==> config.mk <==
export PLATFORM = sky130hd
export DESIGN_NAME = rbpl_stack
export DESIGN_NICKNAME = d
export VERILOG_FILES = /design/src/rtl/rbpl_pkg.sv /design/src/rtl/rbpl_stack.sv
export SDC_FILE = /design/constraint.sdc
export NUM_CORES = 2
export LEC_CHECK = 0
export BUFFER_PORTS_ARGS = -buffer_cell sky130_fd_sc_hd__buf_2
export CORE_MARGIN = 3
export CORE_UTILIZATION = 51
export CTS_BUF_LIST = sky130_fd_sc_hd__clkbuf_16
export CTS_CLUSTER_DIAMETER = 100
export DETAILED_ROUTE_END_ITERATION = 12
export PLACE_DENSITY = 0.78
export SYNTH_ARGS = -nofsm -noshare
export SYNTH_HDL_FRONTEND = slang
export SYNTH_SLANG_ARGS = --single-unit
==> constraint.sdc <==
create_clock -name clk -period 2.7 [get_ports clk]
set_input_delay 0.27 -clock clk [delete_from_list [all_inputs] [get_ports clk]]
set_output_delay 0.27 -clock clk [all_outputs]
set_load 0.01 [all_outputs]
==> src/rtl/rbpl_pkg.sv <==
// ---------------------------------------------------------------------------
// rbpl_pkg
// Shared widths, operation and status codes, and memory control bundles.
// ---------------------------------------------------------------------------
package rbpl_pkg;

  localparam int OP_W     = 3;
  localparam int IDX_W    = 8;
  localparam int FILL_W   = 9;
  localparam int HASH_W   = 64;
  localparam int STATUS_W = 2;
  localparam int REFO_W   = 16;
  localparam int CNTO_W   = 9;
  localparam int EVT_W    = 32;

  localparam logic [OP_W-1:0] OP_ALLOC   = 3'd0;
  localparam logic [OP_W-1:0] OP_RELEASE = 3'd1;
  localparam logic [OP_W-1:0] OP_RETAIN  = 3'd2;
  localparam logic [OP_W-1:0] OP_SET     = 3'd3;
  localparam logic [OP_W-1:0] OP_TOUCH   = 3'd4;
  localparam logic [OP_W-1:0] OP_QUERY   = 3'd5;

  localparam logic [STATUS_W-1:0] ST_OK      = 2'd0;
  localparam logic [STATUS_W-1:0] ST_NOPAGE  = 2'd1;
  localparam logic [STATUS_W-1:0] ST_REL_IGN = 2'd2;

  localparam logic REG_CACHE_EN  = 1'b0;
  localparam logic REG_TOKENS    = 1'b1;

  // single-port RAM control
  typedef struct packed {
    logic rd;
    logic we;
  } ram_ctl_t;

  // link RAM control: one read of both banks, or per-bank writes
  typedef struct packed {
    logic rd;
    logic prev_we;
    logic next_we;
  } link_ctl_t;

endpackage

==> src/rtl/rbpl_stack.sv <==
// ---------------------------------------------------------------------------
// rbpl_stack
// Free-block stack RAM. Slots below the low-water mark were never written
// and read as their reset content (DEPTH-1-slot).
// ---------------------------------------------------------------------------
module rbpl_stack import rbpl_pkg::*; #(
  parameter int DEPTH = 256,
  parameter int AW    = 8,
  parameter int CW    = 9
) (
  input  logic          clk,
  input  logic          rst_n,
  input  ram_ctl_t      ctl,
  input  logic [AW-1:0] addr,
  input  logic [AW-1:0] wdata,
  output logic [AW-1:0] rdata
);

  logic [AW-1:0] mem [DEPTH];
  logic [AW-1:0] mem_q;
  logic [AW-1:0] init_val_r;
  logic [CW-1:0] low_r;
  logic          init_r;

  always_ff @(posedge clk) begin
    if (!rst_n) begin
      low_r  <= CW'(DEPTH);
      init_r <= 1'b0;
    end else if (ctl.rd) begin
      init_r <= (CW'(addr) < low_r);
      if (CW'(addr) < low_r) begin
        low_r <= CW'(addr);
      end
    end
  end

  always_ff @(posedge clk) begin
    if (ctl.we) begin
      mem[addr] <= wdata;
    end
    if (ctl.rd) begin
      mem_q      <= mem[addr];
      init_val_r <= AW'(DEPTH - 1) - addr;
    end
  end

  assign rdata = init_r ? init_val_r : mem_q;

endmodule

==> results.json <==
{
  "syn_nets": 3627,
  "die_width_um": 401,
  "ys_types": 35,
  "final.period_utilization_pct": 101,
  "drt_total_wl_um": 195000,
  "cts_tree": "built",
  "synth_sequential_area_ratio_pct": 78.1,
  "routed_wire_length_per_instance_um": 30.5,
  "worstPathArrival_ns": 3.27,
  "floorplan.initialDensity_pct": 51.5,
  "core.rowCount": 144,
  "power_density_nw_per_um2": 694,
  "cts-root-to-sink-buffers": 3,
  "area_growth_syn_to_layout_pct": 17.0,
  "failed_checks": "negative setup slack",
  "fraction_of_synthesis_flops_using_an_asynchronous_set_or_reset_pin_pct": 0,
  "tightest_hold_check_type": "input pin to flop",
  "gr-usage-all-layers_pct": 24.3,
  "report.final.setup_viol": 2,
  "initial_antenna_violation_count": 4,
  "post-layout-total-power_mw": 64.6,
  "detail_route.iter0.violations": 6225,
  "setup.worst_path.start_class": "flop",
  "vdd.ir_drop.worst_uv": 517,
  "synth_cells": 3600,
  "worstPathRequired_ns": 3.24,
  "design.core.area_um2": 155000,
  "utilization_pct": 60.3,
  "synthesis.area_per_instance_um2": 22.1,
  "multiInputGateArea_um2": 16500,
  "drc": 0,
  "post_dp_cell_area_um2": 86900,
  "nets": 4238,
  "clock-root-buffer": "clkbuf_16",
  "max-slew-margin-rel_pct": 12.7,
  "maxSlewViolCount": 0,
  "global_route_wire_length_before_repair_um": 287000,
  "final_hold_viol_count": 0,
  "post_drt_via_cell_ratio": 6.41,
  "routed-via-count": 41076,
  "timing.critical_path.fanout_max": 1,
  "pin_count_of_the_biggest_net_entering_global_routing": 109,
  "synth.top_cells.by_area": "edfxtp_1, mux4_2, nor2_1",
  "cap_violations": 0,
  "synth_area_leader_cell": "edfxtp_1",
  "clkLatencyLatePin_ns": 0.84,
  "first_global_vias": 41990,
  "dominantRegCellSynth": "edfxtp_1",
  "finalWorstSetupSlack_ns": -0.0285,
  "die_height_um": 401,
  "tightest_slew_ns": 1.30,
  "worst_reg2reg_startpoint": "mem[24][5]",
  "drtAntennaViolNets": 0,
  "gp_congestion": 0.840,
  "layout-drive-gt1-share_pct": 33.6,
  "synth_largest_type_area_fraction_pct": 77.8,
  "drt_pre_antenna_iters": 6,
  "synth-edff-count": 2064,
  "gr-total-overflow": 0,
  "power.leakage_nw": 30.0,
  "post-dp-hpwl_um": 118000,
  "finalWorstPathRequiredPeriod_ns": 2.73,
  "synth_common_cells": "edfxtp_1, mux4_2, nor2_1",
  "port_buf_inserts": 27,
  "boundaryPins": 28,
  "clk_transition_reported_paths_ns": 0.07,
  "crit_start": "mem[24][5]",
  "design_area_um2": 93200,
  "synth_most_common_cell": "edfxtp_1",
  "fill_cells": 10042,
  "clock_buffers_created_by_tritoncts": 191,
  "synthesized_flop_and_latch_total": 2074,
  "critPathKind": "flop to flop",
  "final-seq-area_um2": 62200,
  "post_route_clock_skew_ns": 0.0251,
  "setup.worst_path.end_class": "flop",
  "maxClockFrequency_mhz": 366,
  "clock_tree.htree_level_count": 4,
  "rsz0062_at_grt": "yes",
  "syn_area_um2": 79600,
  "outcome": "finished with violations",
  "fp.dieArea_um2": 161000,
  "ys_warn_count": 0,
  "setup_tns_ns": -0.0532,
  "numClockSinks": 2074,
  "holdCritStartpoint": "wdata[2]"
}
-- critical path, cell delays in order (launching register included) --
cell,delay [ns]
edfxtp_1,0.37
mux4_2,0.47
a22o_1,0.26
a221oi_2,0.33
o22ai_1,0.23
or3_1,0.38
a22oi_2,0.28
o211ai_1,0.14
-- path summary, 6_finish.rpt --
check	endpoint	slack [ns]	depth (start not counted)
min	mem[41][2]	0.04	1
min reg2reg	low_r[7]	0.46	2
max	mem_q[5]	-0.03	7
max reg2reg	mem_q[5]	-0.03	7
-- stage by stage --
| stage | setup slack [ns] | hold slack [ns] | std cells |
|---|---|---|---|
| after floorplan | 0.0145 | 0.369 | 3600 |
| after global placement | -0.759 | 0.445 | 6047 |
| after detailed placement | -0.735 | 0.452 | 6047 |
| after CTS | 0.00626 | 0.0134 | 6407 |
| after global routing | -0.0783 | 0.0455 | 6409 |
| final | -0.0285 | 0.0371 | 6412 |
-- power breakdown --
group | switching (mW) | internal (mW) | leakage, nW | total (mW)
sequential | 0.0445 | 35.5 | 18.6 | 35.5
clock | 11.5 | 13.9 | 2.99 | 25.4
combinational | 2.20 | 1.51 | 8.35 | 3.72
-- layout make-up --
class	count	share of cell area, %
diodes	3	0.00806
clock buffers	196	5.27
clock inverters	151	0.986
inverters	17	0.0685
multi-input cells	1278	17.7
flip-flops and latches	2074	66.7
well taps	2044	2.75
repair buffers	649	6.50
-- flip-flops by register name (all words and copies together), names as in the netlist --
name        flops
mem_q           8
init_r          1
init_val_r      8
low_r           9
mem          2048
-- layer usage --
layer | track usage [%] | wire [um] | up-vias | part of all wire (%)
met3 | 5.12 | 21500 | 458 | 11
met4 | 9.66 | 8050 | 4 | 4.1
met5 | 0 | 32 | - | 0.016
met1 | 32.6 | 68400 | 21423 | 35
li1 | - | - | 16511 | -
met2 | 39.6 | 97300 | 2680 | 50
-- logic make-up after synthesis --
group                      count (synthesis)  synth area share [%]
DFF                                     2074                  78.1
buffers and inverters                    248                  1.58
muxes                                    528                  14.7
AOI/OAI and AO/OA                        378                  3.67
adders and majority gates                  7                 0.110
and+or+nand+nor                          365                  1.87
-- layout by cell type (no fill, tap or decap), drive strengths merged, types with 4 or more instances in the layout --
cell type	count
nand3	18
dfxtp	10
nand2	49
edfxtp	2064
dlygate4sd3	13
a22o	80
mux2i	8
mux4	512
a21o	4
mux2	8
clkinv	102
a221oi	80
bufinv	8
o211ai	8
o22ai	40
a21oi	49
nor2	239
or3	16
ha	7
o21ai	10
inv	53
clkbuf	204
nor3	38
buf	628
clkinvlp	5
a22oi	104
-- timing repair --
| item | in CTS | in global routing |
|---|---|---|
| endpoints found under the hold margin | 152 | 0 |
| buffers inserted | 0 | 2 |
| gates resized for setup | 21 | 18 |
| pin swaps | 4 | 6 |
| hold buffers | 13 | 0 |
| setup endpoints to repair | 8 | 29 |
(Power assumes the default switching activity.)
