## src/rtl/rbpl_pkg.sv

```systemverilog
// ---------------------------------------------------------------------------
// rbpl_pkg
// Shared widths, operation and status codes, and memory control bundles.
// ---------------------------------------------------------------------------
package rbpl_pkg;

  localparam int OP_W     = 3;
  localparam int IDX_W    = 8;
  localparam int FILL_W   = 9;
  localparam int HASH_W   = 64;
  localparam int STATUS_W = 2;
  localparam int REFO_W   = 16;
  localparam int CNTO_W   = 9;
  localparam int EVT_W    = 32;

  localparam logic [OP_W-1:0] OP_ALLOC   = 3'd0;
  localparam logic [OP_W-1:0] OP_RELEASE = 3'd1;
  localparam logic [OP_W-1:0] OP_RETAIN  = 3'd2;
  localparam logic [OP_W-1:0] OP_SET     = 3'd3;
  localparam logic [OP_W-1:0] OP_TOUCH   = 3'd4;
  localparam logic [OP_W-1:0] OP_QUERY   = 3'd5;

  localparam logic [STATUS_W-1:0] ST_OK      = 2'd0;
  localparam logic [STATUS_W-1:0] ST_NOPAGE  = 2'd1;
  localparam logic [STATUS_W-1:0] ST_REL_IGN = 2'd2;

  localparam logic REG_CACHE_EN  = 1'b0;
  localparam logic REG_TOKENS    = 1'b1;

  // single-port RAM control
  typedef struct packed {
    logic rd;
    logic we;
  } ram_ctl_t;

  // link RAM control: one read of both banks, or per-bank writes
  typedef struct packed {
    logic rd;
    logic prev_we;
    logic next_we;
  } link_ctl_t;

endpackage

```

## src/rtl/rbpl_link_ram.sv

```systemverilog
// ---------------------------------------------------------------------------
// rbpl_link_ram
// LRU prev/next link banks, one port each, registered read.
// ---------------------------------------------------------------------------
module rbpl_link_ram import rbpl_pkg::*; #(
  parameter int DEPTH = 256,
  parameter int AW    = 8
) (
  input  logic          clk,
  input  link_ctl_t     ctl,
  input  logic [AW-1:0] prev_addr,
  input  logic [AW-1:0] prev_wdata,
  input  logic [AW-1:0] next_addr,
  input  logic [AW-1:0] next_wdata,
  output logic [AW-1:0] prev_rdata,
  output logic [AW-1:0] next_rdata
);

  logic [AW-1:0] prev_mem [DEPTH];
  logic [AW-1:0] next_mem [DEPTH];

  always_ff @(posedge clk) begin
    if (ctl.prev_we) begin
      prev_mem[prev_addr] <= prev_wdata;
    end
    if (ctl.next_we) begin
      next_mem[next_addr] <= next_wdata;
    end
    if (ctl.rd) begin
      prev_rdata <= prev_mem[prev_addr];
      next_rdata <= next_mem[next_addr];
    end
  end

endmodule

```

## config.mk

```make
export PLATFORM = sky130hd
export DESIGN_NAME = rbpl_link_ram
export DESIGN_NICKNAME = d
export VERILOG_FILES = /design/src/rtl/rbpl_pkg.sv /design/src/rtl/rbpl_link_ram.sv
export SDC_FILE = /design/constraint.sdc
export NUM_CORES = 2
export LEC_CHECK = 0
export BUFFER_PORTS_ARGS = -buffer_cell sky130_fd_sc_hd__buf_2
export CAP_MARGIN = 20
export CORE_UTILIZATION = 30
export CTS_CLUSTER_SIZE = 12
export DETAILED_ROUTE_END_ITERATION = 12
export GPL_TIMING_DRIVEN = 0
export PLACE_DENSITY = 0.48
export SLEW_MARGIN = 20
export SYNTH_ARGS = -nofsm -noshare
export SYNTH_HDL_FRONTEND = slang
export SYNTH_SLANG_ARGS = --single-unit
```

## constraint.sdc

```tcl
create_clock -name clk -period 3.03 [get_ports clk]
set_input_delay 0.606 -clock clk [delete_from_list [all_inputs] [get_ports clk]]
set_output_delay 0.606 -clock clk [all_outputs]
set_load 0.05 [all_outputs]
```

==> metrics.txt <==
GRT Total Usage=between 15 and 20%; die width=725.7 um; Hold Path Class=in2reg; Mapped Cells=slightly above 7k; Pint=roughly 93 mW; sequential area share after synthesis=between 70% and 80%; CTS tree=yes; Core Rows=roughly 270; first-pass GRT wire length=642000 um; worst hold path depth=1; Post-Route WL=~470000 um; Req. time, crit path=about 3.7 ns; sequential power share=a little over half; Mean Syn Cell Area=roughly 22 um^2; Synth top cells by count=edfxtp_1, mux4_2, a22oi_1; Port Buffers=47; RePlAce Congestion=0.8716; final max-slew violation count=0; ys flop type=edfxtp_1; vias per cell=around 5.2; Cell Chain, Critical Path=clkbuf_2, clkbuf_4, buf_1, mux4_2, a22oi_1, a21oi_1, o41ai_1, nand4_1; fin nets=about 7.7k; Wirelength per Cell=roughly 31 um; Reg2Reg Depth=5; Tmin final=roughly 3.2 ns; CP Buf/Inv Count=3; Combinational Power Share=roughly 5.2%; vias in the first global route=approximately 80k; Slew headroom=roughly 20%; Worst Hold Path EP=prev_rdata[0]; pwr/cell area=652.6 nW/um^2; Yosys warnings=0; count leader, synth=edfxtp_1; Synth top area share=between 70% and 80%; Remaining DRCs=0; sw power=26.63 mW; syn_nets=roughly 7.1k; met2 wire len=219500 um; top cells by area, synth=edfxtp_1, mux4_2, a22oi_1; post-place setup slack=-2.896 ns; post-route cell area=around 180000 um^2; CP peak stage delay=0.55 ns; # IOs=52; RSZ-0062 raised after global routing=yes; Peak VDD IR=~0.56 mV; M1 wire length=between 150000 and 200000 um; Post-synth EDFFs=about 4k; slowest CP cell=o41ai_1; failing checks=setup timing; switch share=roughly 22%; Initial Utilization=between 30% and 40%; final hold vios=0; Crit Path Category=in2reg; Clock Sinks=between 4k and 5k; Worst R2R Setup Slack=0.03 ns; Worst Slack Setup Final=-0.1588 ns; Setup Viol. Count Final=50; Netlist Area Pre-Place=approximately 160000 um^2; Crit Reg-Reg Endpoint=prev_rdata[1]; Pleak=approximately 55 nW; Root Buffer=clkbuf_16; initial drt markers=~9k; initial antenna violation count=35; Final period util=105.2%; Clock H-tree levels=5; post-synthesis register bit count=between 4k and 5k; Die H=just over 700 um; max layer used=met5; crit path DAT=~3.8 ns; crit start category=primary input; largest net degree at the start of global routing=between 100 and 150; DP Area=roughly 170000 um^2; clk_skew=0.1315 ns; total number of vias=between 70k and 80k; Reg-to-Reg Start=prev_mem[191][1]; die area=526600 um^2; max-cap viol count=0; status=finished, violations left; layout cells sized above 1=between 20% and 30%; total core area=approximately 520000 um^2; Post-DP HPWL=~310000 um; Area growth syn-to-layout=16.89%; Clock Tree Buf Depth=4; CP max FO=10; worst hold slack=around 0.24 ns; delay-heaviest family, CP=compound AO/OA/AOI/OAI gates; antenna viol nets, final=0; total gr overflow=0; f_max=313.6 MHz; CTS Buf Count=around 440; drt first pass iters=7; Post-synth ARST share=0%; Critical Path End Type=flop; Hold Startpoint=ctl[2]; WL met3=32760 um; Slew @ Worst Pin=approximately 1.2 ns; clock power share=between 40% and 50%; Worst-path clk slew=0.06 ns; top cell type by total area after synthesis=edfxtp_1; Skew-Pair Late Insertion Delay=1.05 ns; post-synth cell types=26; fillers=slightly below 50k
metal layers:
metal  vias up  GRT usage (%)
li1      31400              -
met1     42360          23.67
met2      3030          27.54
met3       721          3.127
met4         8          6.238
met5         -              0
kinds of logic (layout without fill, tap and decap cells):
family | after synthesis | count (layout) | share of synthesized area [%]
flip-flops | 4112 | 4112 | 78.60
multiplexers | 1024 | 1024 | 14.68
AO/OA/AOI/OAI | 832 | 832 | 3.629
AND/OR/NAND/NOR | 650 | 650 | 1.704
buffers and inverters | 460 | 1373 | 1.390
other | 0 | 8 | 0
flip-flops by register name, summed over array words and instances (netlist names):
register / cells
next_rdata: 8
prev_mem: 2048
next_mem: 2048
prev_rdata: 8
power groups by stage:
| stage | clock network [mW] | registers, mW | logic, mW |
|---|---|---|---|
| finish | 50.8 | 62.8 | 6.22 |
| global route | 53.6 | 62.8 | 6.48 |
| CTS | 51.8 | 62.8 | 6.25 |
| detailed placement | 0 | 64.0 | 6.11 |
| global placement | 0 | 64.2 | 5.79 |
| floorplan | 0 | 64.0 | 2.78 |
what timing repair did:
item	in CTS	in global routing
endpoints found under the hold margin	473	0
cloned	0	0
hold buffers	16	0
pin swaps	6	3
resized for setup	445	144
setup endpoints to repair	3294	1165
buffers inserted	3	0
through the flow:
| step | cells | setup TNS, ns | utilization [%] | power (mW) |
|---|---|---|---|---|
| after CTS | 14930 | -1.104 | 35.14 | 120.8 |
| after detailed placement | 14140 | -6484.37 | 32.28 | 70.11 |
| after global placement | 14070 | - | 31.85 | 70.04 |
| final | 14940 | -1.488 | 35.23 | 119.8 |
| after floorplan | 7078 | 0 | - | 66.83 |
| after global routing | 14940 | -0.4702 | 35.23 | 122.9 |
placed cells by master (no fill, tap or decap), drive strengths merged:
master and instances:
clkdlybuf4s15 8, edfxtp 4112, or3 5, clkbuf 814, nor2b 15, buf 307, nor2 480, nand2 46
nor3 42, nand2b 10, dlygate4sd3 16, mux4 1024, inv 16, bufinv 23, o41ai 64, nand3 20
nor3b 1, diode 8, clkinvlp 3, clkdlybuf4s18 1, a22oi 512, a21oi 256, or2 4, clkinv 185
nand4 20, and2 6, and3b 1
worst reg2reg max path: stages, from the launching register on:
cell and delay [ns]:
edfxtp_1 0.37, mux4_2 0.50, a22oi_1 0.37, a21oi_1 0.24, o41ai_2 0.64, nand4_1 0.48
worst max-delay path by stage:
stage                 start          endpoint  cells after the start  slack [ns]
3_5_place_dp   prev_addr[1]     prev_rdata[3]                      9       -2.90
2_1_floorplan  next_addr[0]  next_mem[111][0]                      8        0.24
6_report       prev_addr[1]     prev_rdata[1]                      8       -0.16
3_3_place_gp   next_addr[3]  next_mem[123][0]                      8       -3.98
5_1_grt        next_addr[3]  next_mem[170][0]                      9       -0.03
4_1_cts        prev_addr[0]     prev_rdata[3]                      9       -0.14
final cells by class:
type / count / area, um^2 / share of cell area [%]
multi-input combinational: 2506 / 33280 / 18.12
sequential: 4112 / 123500 / 67.24
clock inverter: 226 / 1931 / 1.051
buffer: 457 / 2521 / 1.373
antenna: 8 / 20.02 / 0.01090
inverter: 1 / 3.754 / 0.002044
clock buffer: 550 / 11400 / 6.209
tap: 6942 / 8686 / 4.730
timing repair buffer: 139 / 2320 / 1.263
Power figures use the tool's default switching activity.
